<file path="src/hdl/vmps_pkg.sv">
package vmps_pkg;

   // request commands
   localparam logic [1:0] CMD_TICK = 2'd0;
   localparam logic [1:0] CMD_MOVE = 2'd1;
   localparam logic [1:0] CMD_INIT = 2'd2;

   // step actions
   localparam logic [1:0] ACT_NONE  = 2'd0;
   localparam logic [1:0] ACT_OPEN  = 2'd1;
   localparam logic [1:0] ACT_CLOSE = 2'd2;

   // register indexes
   localparam int unsigned CsrIndexBits = 3;
   localparam logic [CsrIndexBits-1:0] CSR_STEP_INTERVAL     = 3'd0;
   localparam logic [CsrIndexBits-1:0] CSR_OVERRUN_LIMIT     = 3'd1;
   localparam logic [CsrIndexBits-1:0] CSR_ZERO_EXTRA_PULSES = 3'd2;
   localparam logic [CsrIndexBits-1:0] CSR_POWER_ON_POSITION = 3'd3;
   localparam logic [CsrIndexBits-1:0] CSR_MOTOR_ENABLE      = 3'd4;

   localparam int unsigned CsrDataBits = 16;

   // register reset values
   localparam logic [7:0]  RST_STEP_INTERVAL     = 8'd15;
   localparam logic [9:0]  RST_OVERRUN_LIMIT     = 10'd300;
   localparam logic [7:0]  RST_ZERO_EXTRA_PULSES = 8'd30;
   localparam logic [15:0] RST_POWER_ON_POSITION = 16'd205;
   localparam logic        RST_MOTOR_ENABLE      = 1'b1;

   typedef struct packed {
      logic [1:0]  cmd;
      logic [15:0] target_pos;
      logic [7:0]  open_overshoot;
      logic        origin_sensed;
   } req_type;

   typedef struct packed {
      logic [1:0]  step_action;
      logic        running;
      logic [15:0] position;
      logic        stopped;
   } rsp_type;

   typedef struct packed {
      logic [7:0]  step_interval;
      logic [9:0]  overrun_limit;
      logic [7:0]  zero_extra_pulses;
      logic [15:0] power_on_position;
      logic        motor_enable;
   } cfg_type;

endpackage

</file>
<file path="src/hdl/vmps_csr.sv">
module vmps_csr (
   input  logic                                   clock,
   input  logic                                   reset,
   input  logic                                   csr_valid,
   input  logic [vmps_pkg::CsrIndexBits-1:0]      csr_index,
   input  logic [vmps_pkg::CsrDataBits-1:0]       csr_wdata,
   output vmps_pkg::cfg_type                      cfg
);

   vmps_pkg::cfg_type cfg_ff;
   vmps_pkg::cfg_type cfg_in;

   always_comb begin
      cfg_in = cfg_ff;
      if (csr_valid) begin
         unique case (csr_index)
            vmps_pkg::CSR_STEP_INTERVAL:     cfg_in.step_interval     = csr_wdata[7:0];
            vmps_pkg::CSR_OVERRUN_LIMIT:     cfg_in.overrun_limit     = csr_wdata[9:0];
            vmps_pkg::CSR_ZERO_EXTRA_PULSES: cfg_in.zero_extra_pulses = csr_wdata[7:0];
            vmps_pkg::CSR_POWER_ON_POSITION: cfg_in.power_on_position = csr_wdata[15:0];
            vmps_pkg::CSR_MOTOR_ENABLE:      cfg_in.motor_enable      = csr_wdata[0];
            default: ;
         endcase
      end
   end

   always_ff @(posedge clock) begin
      if (reset) begin
         cfg_ff.step_interval     <= vmps_pkg::RST_STEP_INTERVAL;
         cfg_ff.overrun_limit     <= vmps_pkg::RST_OVERRUN_LIMIT;
         cfg_ff.zero_extra_pulses <= vmps_pkg::RST_ZERO_EXTRA_PULSES;
         cfg_ff.power_on_position <= vmps_pkg::RST_POWER_ON_POSITION;
         cfg_ff.motor_enable      <= vmps_pkg::RST_MOTOR_ENABLE;
      end else begin
         cfg_ff <= cfg_in;
      end
   end

   assign cfg = cfg_ff;

endmodule

</file>
<file path="src/hdl/vmps_step_logic.sv">
module vmps_step_logic #(
   parameter int POSITION_BITS = 16
) (
   input  logic              clock,
   input  logic              reset,
   input  logic              advance,
   input  vmps_pkg::req_type req,
   input  vmps_pkg::cfg_type cfg,
   output vmps_pkg::rsp_type rsp
);

   localparam int Pw1 = POSITION_BITS + 1;
   localparam logic [32:0] PosMaxWide = (33'd1 << POSITION_BITS) - 33'd1;
   localparam logic [POSITION_BITS-1:0] PosTop = PosMaxWide[POSITION_BITS-1:0];

   logic [POSITION_BITS-1:0] cur_ff, cur_in;
   logic [POSITION_BITS-1:0] goal_ff, goal_in;
   logic                     run_ff, run_in;
   logic [7:0]               tick_ff, tick_in;
   logic [9:0]               overrun_ff, overrun_in;
   logic [7:0]               pend_ff, pend_in;

   logic [POSITION_BITS-1:0] target_sat;
   logic [POSITION_BITS-1:0] power_on_sat;
   logic [POSITION_BITS-1:0] cur_inc;
   logic [POSITION_BITS-1:0] pend_wide;
   logic [POSITION_BITS-1:0] goal_trim;
   logic [POSITION_BITS:0]   extra_sum;
   logic [POSITION_BITS-1:0] cur_extra;
   logic [7:0]               move_pend;
   logic [POSITION_BITS:0]   goal_sum;
   logic [POSITION_BITS-1:0] move_goal;
   logic [31:0]              pos_wide;
   logic [1:0]               action;
   logic                     stopped;

   function automatic logic [POSITION_BITS-1:0] sat_field(input logic [15:0] v);
      logic [32:0] wide;
      begin
         wide = 33'(v);
         if (wide > PosMaxWide) begin
            return PosTop;
         end
         return wide[POSITION_BITS-1:0];
      end
   endfunction

   always_comb begin
      target_sat   = sat_field(req.target_pos);
      power_on_sat = sat_field(cfg.power_on_position);
      cur_inc      = (cur_ff == PosTop) ? cur_ff : cur_ff + POSITION_BITS'(1);
      pend_wide    = POSITION_BITS'(pend_ff);
      goal_trim    = (pend_wide > goal_ff) ? '0 : goal_ff - pend_wide;
      extra_sum    = Pw1'(cur_ff) + Pw1'(cfg.zero_extra_pulses);
      cur_extra    = extra_sum[POSITION_BITS] ? PosTop : extra_sum[POSITION_BITS-1:0];
      move_pend    = (target_sat != '0 && cur_ff < target_sat) ? req.open_overshoot : 8'd0;
      goal_sum     = Pw1'(target_sat) + Pw1'(move_pend);
      move_goal    = goal_sum[POSITION_BITS] ? PosTop : goal_sum[POSITION_BITS-1:0];
   end

   always_comb begin
      cur_in     = cur_ff;
      goal_in    = goal_ff;
      run_in     = run_ff;
      tick_in    = tick_ff;
      overrun_in = overrun_ff;
      pend_in    = pend_ff;
      action     = vmps_pkg::ACT_NONE;
      stopped    = 1'b0;
      unique case (req.cmd)
         vmps_pkg::CMD_TICK: begin
            if (tick_ff != 8'd0) begin
               tick_in = tick_ff - 8'd1;
            end else begin
               tick_in = cfg.step_interval;
               if (cfg.motor_enable && run_ff) begin
                  if (goal_ff == cur_ff) begin
                     // take the open overshoot back off before stopping
                     if (pend_ff != 8'd0) begin
                        goal_in = goal_trim;
                        pend_in = 8'd0;
                     end else begin
                        run_in  = 1'b0;
                        stopped = 1'b1;
                     end
                  end else if (goal_ff > cur_ff) begin
                     cur_in = cur_inc;
                     action = vmps_pkg::ACT_OPEN;
                  end else if (req.origin_sensed && overrun_ff >= cfg.overrun_limit) begin
                     // home at the overrun limit
                     cur_in  = '0;
                     goal_in = '0;
                     run_in  = 1'b0;
                     stopped = 1'b1;
                  end else begin
                     if (req.origin_sensed) begin
                        overrun_in = overrun_ff + 10'd1;
                     end
                     cur_in = cur_ff - POSITION_BITS'(1);
                     action = vmps_pkg::ACT_CLOSE;
                  end
               end
            end
         end
         vmps_pkg::CMD_MOVE: begin
            if (!run_ff && cur_ff != target_sat) begin
               run_in     = 1'b1;
               tick_in    = cfg.step_interval;
               overrun_in = 10'd0;
               pend_in    = move_pend;
               goal_in    = move_goal;
               if (target_sat == '0) begin
                  cur_in = cur_extra;
               end
            end
         end
         vmps_pkg::CMD_INIT: begin
            cur_in = req.origin_sensed ? '0 : power_on_sat;
         end
         default: ;
      endcase
   end

   always_ff @(posedge clock) begin
      if (reset) begin
         cur_ff     <= '0;
         goal_ff    <= '0;
         run_ff     <= 1'b0;
         tick_ff    <= 8'd0;
         overrun_ff <= 10'd0;
         pend_ff    <= 8'd0;
      end else if (advance) begin
         cur_ff     <= cur_in;
         goal_ff    <= goal_in;
         run_ff     <= run_in;
         tick_ff    <= tick_in;
         overrun_ff <= overrun_in;
         pend_ff    <= pend_in;
      end
   end

   assign pos_wide = 32'(cur_in);

   always_comb begin
      rsp.step_action = action;
      rsp.running     = run_in;
      rsp.position    = pos_wide[15:0];
      rsp.stopped     = stopped;
   end

endmodule

</file>
<file path="src/hdl/valve_motor_position_sequencer_core.sv">
// Channel   Direction  Handshake              Payload
// req       in         req_valid / req_ready  req_data  (vmps_pkg::req_type)
// rsp       out        rsp_valid / rsp_ready  rsp_data  (vmps_pkg::rsp_type)
// csr       in         csr_valid / csr_ready  csr_index, csr_wdata
//
// One request per cycle sustained while results are taken; a result passes from the input
// register through the step logic into the result register before it is presented.
// Synchronous reset clears valids, motion state and restores register defaults.
// A stalled result holds the result register; a full input register then holds and
// req_ready drops. csr_ready is always high.
module valve_motor_position_sequencer_core #(
   parameter int POSITION_BITS = 16
) (
   input  logic                                clock,
   input  logic                                reset,
   input  logic                                req_valid,
   output logic                                req_ready,
   input  vmps_pkg::req_type                   req_data,
   output logic                                rsp_valid,
   input  logic                                rsp_ready,
   output vmps_pkg::rsp_type                   rsp_data,
   input  logic                                csr_valid,
   output logic                                csr_ready,
   input  logic [vmps_pkg::CsrIndexBits-1:0]   csr_index,
   input  logic [vmps_pkg::CsrDataBits-1:0]    csr_wdata
);

   logic              s1_valid_ff, s1_valid_in;
   vmps_pkg::req_type s1_req_ff;
   logic              rsp_valid_ff, rsp_valid_in;
   vmps_pkg::rsp_type rsp_data_ff;
   logic              advance;
   vmps_pkg::cfg_type cfg;
   vmps_pkg::rsp_type step_rsp;

   vmps_csr u_csr (
      .clock     (clock),
      .reset     (reset),
      .csr_valid (csr_valid),
      .csr_index (csr_index),
      .csr_wdata (csr_wdata),
      .cfg       (cfg)
   );

   vmps_step_logic #(
      .POSITION_BITS (POSITION_BITS)
   ) u_step (
      .clock   (clock),
      .reset   (reset),
      .advance (advance),
      .req     (s1_req_ff),
      .cfg     (cfg),
      .rsp     (step_rsp)
   );

   assign csr_ready = 1'b1;
   assign advance   = s1_valid_ff && (!rsp_valid_ff || rsp_ready);
   assign req_ready = !s1_valid_ff || advance;

   always_comb begin
      s1_valid_in  = (req_valid && req_ready) || (s1_valid_ff && !advance);
      rsp_valid_in = advance || (rsp_valid_ff && !rsp_ready);
   end

   always_ff @(posedge clock) begin
      if (reset) begin
         s1_valid_ff  <= 1'b0;
         rsp_valid_ff <= 1'b0;
      end else begin
         s1_valid_ff  <= s1_valid_in;
         rsp_valid_ff <= rsp_valid_in;
      end
   end

   always_ff @(posedge clock) begin
      if (req_valid && req_ready) begin
         s1_req_ff <= req_data;
      end
      if (advance) begin
         rsp_data_ff <= step_rsp;
      end
   end

   assign rsp_valid = rsp_valid_ff;
   assign rsp_data  = rsp_data_ff;

   a_reset_clears_rsp: assert property (@(posedge clock) reset |=> !rsp_valid_ff)
      else $error("result valid after reset");

   a_stop_not_running: assert property (@(posedge clock) disable iff (reset)
      rsp_valid_ff |-> !(rsp_data_ff.stopped && rsp_data_ff.running))
      else $error("stopped result still running");

   a_step_while_running: assert property (@(posedge clock) disable iff (reset)
      rsp_valid_ff && rsp_data_ff.step_action != vmps_pkg::ACT_NONE
      |-> rsp_data_ff.running && !rsp_data_ff.stopped)
      else $error("step without motion");

   a_action_code: assert property (@(posedge clock) disable iff (reset)
      rsp_valid_ff |-> (rsp_data_ff.step_action == vmps_pkg::ACT_NONE ||
                        rsp_data_ff.step_action == vmps_pkg::ACT_OPEN ||
                        rsp_data_ff.step_action == vmps_pkg::ACT_CLOSE))
      else $error("bad step action");

   a_held_request: assert property (@(posedge clock) disable iff (reset)
      s1_valid_ff && !advance |=> s1_valid_ff && $stable(s1_req_ff))
      else $error("pending request lost");

endmodule

</file>
<file path="config.mk">
export PLATFORM = sky130hd
export DESIGN_NAME = valve_motor_position_sequencer_core
export DESIGN_NICKNAME = d
export VERILOG_FILES = /design/src/hdl/vmps_pkg.sv /design/src/hdl/vmps_csr.sv /design/src/hdl/vmps_step_logic.sv /design/src/hdl/valve_motor_position_sequencer_core.sv
export SDC_FILE = /design/constraint.sdc
export NUM_CORES = 1
export LEC_CHECK = 0
export ABC_AREA = 1
export BUFFER_PORTS_ARGS = -buffer_cell sky130_fd_sc_hd__buf_2
export CAP_MARGIN = 20
export CELL_PAD_IN_SITES_DETAIL_PLACEMENT = 0
export CELL_PAD_IN_SITES_GLOBAL_PLACEMENT = 1
export CORE_MARGIN = 2
export CORE_UTILIZATION = 48
export DETAILED_ROUTE_END_ITERATION = 16
export PLACE_DENSITY = 0.95
export SETUP_SLACK_MARGIN = 0.2
export SYNTH_ARGS = -nofsm -noshare
export SYNTH_HDL_FRONTEND = slang
export SYNTH_HIERARCHICAL = 1
export SYNTH_SLANG_ARGS = --single-unit
</file>
<file path="constraint.sdc">
create_clock -name clock -period 5.09 [get_ports clock]
set_input_delay 0.2545 -clock clock [delete_from_list [all_inputs] [get_ports clock]]
set_output_delay 0.2545 -clock clock [all_outputs]
set_load 0.005 [all_outputs]
</file>
# --- After elaboration in Yosys (flattened, before gate mapping) ---
# Cells that the tools add are included.
op_classes:
  add_sub_neg: 7
  n_lt_le_gt_ge: 4
  eq_ne: 21
  mux: 53
  bitwise: 2
  reduce_logical: 36
op_table:
  columns: ["cell", "n"]
  rows:
  - ["16-bit 2-to-1 mux", 19]
  - ["10-bit 2-to-1 mux", 7]
  - ["8-bit 2-to-1 mux", 8]
  - ["16-bit case mux with 3 select lines", 1]
  - ["16-bit by 8-bit adder with 17-bit output", 2]
  - ["16-bit case mux with 2 select lines", 1]
  - ["8-bit case mux with 2 select lines", 2]
  - ["10-bit case mux with 2 select lines", 1]
  - ["16-bit by 1-bit adder with 16-bit output (second input constant)", 1]
  - ["16-bit equality test", 1]
  - ["16-bit equality test (second input constant)", 1]
  - ["16-bit greater-than comparator", 1]
  - ["8-bit by 16-bit greater-than comparator with 1-bit output", 1]
  - ["16-bit zero test", 1]
  - ["16-bit < comparator", 1]
  - ["16-bit inequality test", 1]
  - ["16-bit nonzero test", 1]
  - ["8-bit nonzero test", 2]
  - ["16-bit by 1-bit subtractor with 16-bit output (second input constant)", 1]
  - ["16-bit by 8-bit subtractor with 16-bit output", 1]
  - ["1-bit 2-to-1 mux", 12]
  - ["10-bit by 1-bit adder with 10-bit output (second input constant)", 1]
  - ["10-bit >= comparator", 1]
  - ["2-bit inequality test (second input constant)", 5]
  - ["27 further kinds", 50]
totals:
  ff_bits: 151
  input_bits: 51
  out_inout_bits: 23
  word_cells: 145

# --- Logic depth before layout (Yosys ltp) ---
depth:
  ltp_word: 8
  ltp_mapped: 24
  depth_no_buf: 23

# --- Modules after synthesis ---
# The synthesis kept the hierarchy.
by_module_without_submodules:
  columns: ["module", "instances", "cells_per_inst", "area_per_inst_um2", "seq_area_each_um2"]
  rows:
  - ["vmps_step_logic", 1, 1228, 7452.1, 1181.1]
  - ["vmps_csr", 1, 244, 1696.6, 860.8]
  - ["valve_motor_position_sequencer_core", 1, 61, 1514.0, 1451.4]

# --- Worst setup path before layout ---
# No wires, ideal clock.
synth_path:
  path_kind: "register to register"
  startpoint: "register s1_req_ff[20] in the netlist's numbering"
  endpoint: "register u_step.goal_ff[5]"
  setup_time_ns: 0.064
  arrival_time_ns: 3.309
  required_time_ns: 5.026
  path_slack_ns: 1.717
  path_stages_with_launch: 21
  path_buffers: 1
  synth_period_minus_slack_ns: 3.373
  cell_sequence: "edfxtp_1 inv_1 ha_1 a21oi_1 o21ai_0 a211oi_1 nand2_1 nor2_1 ha_1 inv_1 fa_1 nand3b_1 nand2_1 a21oi_1 nor3_1 nand2_1 buf_2 a21oi_1 nor2_1 o21a_1 nor2_1"
synth_via:
  elab_chain_len: 7
  elab_cells_between_ends: 12
  cone_classes: "1 x add/sub; 1 x order compare; 2 x eq/ne; 4 x mux; 4 x reduce/logical"
synth_lines:
  columns: ["element", "line_no", "text"]
  rows:
  - ["from (decl)", "valve_motor_position_sequencer_core.sv:29", "vmps_pkg::req_type s1_req_ff;"]
  - ["from (signal assigned)", "valve_motor_position_sequencer_core.sv:77", "s1_req_ff <= req_data;"]
  - ["16-bit < comparator or 16-bit nonzero test (tied branches)", "vmps_step_logic.sv:56", "move_pend = (target_sat != '0 && cur_ff < target_sat) ? req.open_overshoot : 8'd0;"]
  - ["1-bit logical AND", "vmps_step_logic.sv:56", null]
  - ["8-bit 2-to-1 mux", "vmps_step_logic.sv:56", null]
  - ["16-bit by 8-bit adder with 17-bit output", "vmps_step_logic.sv:57", "goal_sum = Pw1'(target_sat) + Pw1'(move_pend);"]
  - ["16-bit 2-to-1 mux", "vmps_step_logic.sv:58", "move_goal = goal_sum[POSITION_BITS] ? PosTop : goal_sum[POSITION_BITS-1:0];"]
  - ["16-bit 2-to-1 mux", "vmps_step_logic.sv:106", "if (!run_ff && cur_ff != target_sat) begin"]
  - ["16-bit case mux with 2 select lines", "vmps_step_logic.sv:70", "unique case (req.cmd)"]
  - ["to (signal assigned)", "vmps_step_logic.sv:134", "goal_ff <= goal_in;"]
  - ["to (decl)", "vmps_step_logic.sv:17", "logic [POSITION_BITS-1:0] goal_ff, goal_in;"]
# Parallel ways exist; a longest one is shown, timed or not. The select of a mux whose other input is x is not followed.
# A chain may end at the register's enable or synchronous reset.

# --- Final worst setup path ---
layout_path:
  startpoint: "register u_step.cur_ff[9]"
  endpoint: "register u_step.goal_ff[5]"
layout_via:
  elab_chain_len: 7
  elab_cells_between_ends: 19
  cone_classes: "1 x add/sub; 2 x order compare; 6 x eq/ne; 7 x mux; 3 x reduce/logical"
layout_lines:
  columns: ["element", "line_no", "text"]
  rows:
  - ["from (decl)", "vmps_step_logic.sv:16", "logic [POSITION_BITS-1:0] cur_ff, cur_in;"]
  - ["from (signal assigned)", "vmps_step_logic.sv:133", "cur_ff <= cur_in;"]
  - ["16-bit < comparator", "vmps_step_logic.sv:56", null]
  - ["1-bit logical AND", "vmps_step_logic.sv:56", null]
  - ["8-bit 2-to-1 mux", "vmps_step_logic.sv:56", null]
  - ["16-bit by 8-bit adder with 17-bit output", "vmps_step_logic.sv:57", null]
  - ["16-bit 2-to-1 mux", "vmps_step_logic.sv:58", null]
  - ["16-bit 2-to-1 mux", "vmps_step_logic.sv:106", null]
  - ["16-bit case mux with 2 select lines", "vmps_step_logic.sv:70", null]
# Parallel ways exist; a longest one is shown, timed or not. The select of a mux whose other input is x is not followed.

==> qor.yml <==
global_route:
  grt_max_degree: 42
  grt_antenna_before_repair: 0
  track_usage_pct: 27.1
  grt.overflow.total: 0
  grt_pass1_wl_mm: 51.1
  grt_pass1_vias: 9739
logic_synthesis:
  synth_warnings: 6
  syn-cell-area_mm2: 0.0107
  yosys-top-cells-area: "dfxtp_1, edfxtp_1, nand2_1"
  syn-num-nets: 1657
  syn_inst: 1533
  synthFlopType: "dfxtp_1"
  async_flop_share_pct: 0
  synth_edf_count: 47
  synth_cell_type_count: 53
  yosys.area.top_type: "dfxtp_1"
  avgSynthCellArea_um2: 6.96
  ys_ff_latch: 151
  synth_top_area_share_pct: 19.5
  synth-seq-area-share_pct: 32.8
placement:
  gp_congestion: 0.956
  port_buffers: 72
  dpl.hpwl_mm: 23.8
power:
  p_leak_nw: 5.49
  ir_drop_v: 0.000223
  power_density_mw_per_mm2: 281
critical_path:
  worstReg2RegStart: "u_step/cur_ff[9]"
  cp.arrival_ns: 4.89
  reg2regPathDepth: 18
  end_kind: "register"
  r2r_end: "u_step/goal_ff[5]"
  critical-path-slowest-cell: "dfxtp_1"
  r2r_slack_ns: 0.57
  crit_start: "u_step/cur_ff[9]"
  worstPathRequired_ns: 5.46
  startpoint_type: "register"
  crit_end: "u_step/goal_ff[5]"
  path_class: "reg2reg"
  cp_slowest_stage_delay_ns: 0.57
  path_cells: "ha_1 > a21oi_1 > o21ai_0 > a211oi_1 > nand2_1 > nor2_1 > ha_1 > inv_1 > fa_1 > nand3b_1 > nand2_1 > a21oi_1 > nor3_1 > nand2_1 > a21oi_1 > nor2_1 > o21a_1 > nor2_1"
  crit_fanout: 14
timing:
  slew-limit-headroom_pct: 34.9
  max_freq_mhz: 221
  tns_ns: 0
  final_hold_viol_count: 0
  fin_crit_ns: 4.52
  setup_viol: 0
  slew_violations: 0
  skew_ns: 0.0102
  fin_crit_sh_pct: 88.9
  rsz0062_at_grt: "no"
  worst_slew_pin_slew_ns: 0.976
cells_and_area:
  multiInputGateArea_mm2: 0.00624
  post-route-util_pct: 54.6
  area_growth_pct: 11.7
  regArea_mm2: 0.00349
  fillers: 2122
  diodes: 0
  layout_commonest_cell: "nand2_1"
  drive_gt1_share_pct: 11.1
  final_cell_mix: "nand2_1, nor2_1, inv_1, nand3_1, a21oi_1"
  fin_nets: 1725
clocking:
  root_buffer: "clkbuf_16"
  cts_made_buffers: 17
  clkTransAtPathRegs_ns: 0.07
  clkSinkCount: 151
  cts_resized: 0
  tritoncts: "done"
  clk_latency_ns: 0.43
  clockBufferDepth: 2
  postCtsSetupBuffers: 0
  htreeDepth: 4
status:
  outcome: "completed"
detailed_routing:
  detail_route.wl_per_cell_um: 17.0
  via_count: 10600
  drt_drc_violations_left: 0
  via_per_inst: 5.59
  dr.first_iter.drc_count: 901
  wl_mm: 32.2
  ant_nets: 0
  firstDrtPassIters: 5
die:
  ios: 74
  die_w_um: 153
  die-area_mm2: 0.0234
  fp.dieH_um: 153
  core-area_mm2: 0.0218
  initial_utilization_pct: 48.9
  num_rows: 54
hold_path:
  hold_class: "in2reg"
  whs_path_depth: 1
run:
  drv_cap: 0
[worst min path at each step]
stage / startpoint / end
floorplan: reset / s1_valid_ff
global route: req_data[9] / s1_req_ff[9]
CTS: req_data[7] / s1_req_ff[7]
detailed placement: req_data[2] / s1_req_ff[2]
finish: req_data[19] / s1_req_ff[19]
global placement: req_data[7] / s1_req_ff[7]
[kinds of logic (layout without fill, tap and decap cells)]
kind of cell             Yosys count  in the layout  synth area share [%]
XOR/XNOR                          42             42                  3.45
buffers and inverters            224            305                  8.85
AO/OA/AOI/OAI                    253            253                  13.2
adder cells (fa/ha/maj)           73             73                  8.78
other                              1              1                0.0352
flip-flops                       151            151                  32.8
AND/OR/NAND/NOR                  789            789                  32.9
[critical path: cells and delay by family (launching register included)]
kind	cells	cell delay, ns
flops	1	0.57
compound gates	6	1.16
fa+ha+maj	3	0.93
buf+inv	1	0.06
simple gates	8	1.76
[per-stage QoR]
step	instance area [um2]	instances	hold slack, ns	setup WS [ns]	total power (W)
floorplan	10700	1533	0.317	1.72	0.00195
detailed placement	11200	1843	0.433	0.697	0.00215
CTS	11900	1892	0.00460	0.671	0.00335
finish	11900	1894	0.0261	0.567	0.00335
global placement	11200	1843	0.431	0.937	0.00214
global route	11900	1894	0.00681	0.266	0.00351
[cells in the mapped netlist (all sizes together), types with 3 or more instances]
cell type  count
a211oi        14
fa             3
edfxtp        47
o21ai         74
nand2        366
dfxtp        104
nand4         35
buf           31
nand3b         5
nor3          17
nor4           4
a21boi         6
or2            8
clkbuf        20
xor2          30
nand3        146
ha            70
o211ai         3
inv          171
nor2         207
a21o           3
o21bai         3
xnor2         12
a21oi        138
a31oi          7
[where the power goes]
group / leakage [nW] / internal, W / switching [W] / total [W]
combinational: 3.93 / 0.000274 / 0.000526 / 0.000800
sequential: 1.30 / 0.00130 / 0.0000577 / 0.00136
clock: 0.260 / 0.000643 / 0.000544 / 0.00119
[timing repair]
| item | 4_1_cts | 5_1_grt |
|---|---|---|
| hold buffers | 17 | 0 |
| hold endpoints to repair | 17 | 0 |
| endpoints found under the setup margin | 0 | 0 |
[cell type report]
class	instances	share of cell area (%)
clock buffers	19	3.72
clock inverters	13	0.809
inverters	173	5.48
multi-input cells	1158	52.4
flip-flops and latches	151	29.3
well taps	280	2.94
repair buffers	100	5.32
[metal layers]
metal / part of all wire [%] / vias up / global-route usage [%]
met2: 46 / 434 / 43.4
met4: 2.3 / 0 / 8.47
met1: 44 / 4889 / 38.0
met5: 0 / - / 0
met3: 7.5 / 55 / 3.71
li1: - / 5209 / -
[flip-flops by register name, summed over array words and instances, names as in the netlist]
register and count:
u_step/goal_ff 16, s1_req_ff 27, rsp_valid 1, u_step/tick_ff 8
rsp_data 20, s1_valid_ff 1, u_step/pend_ff 8, u_step/cur_ff 16
u_step/overrun_ff 10, u_step/run_ff 1, u_csr/cfg 43
Power figures use the tool's default switching activity.
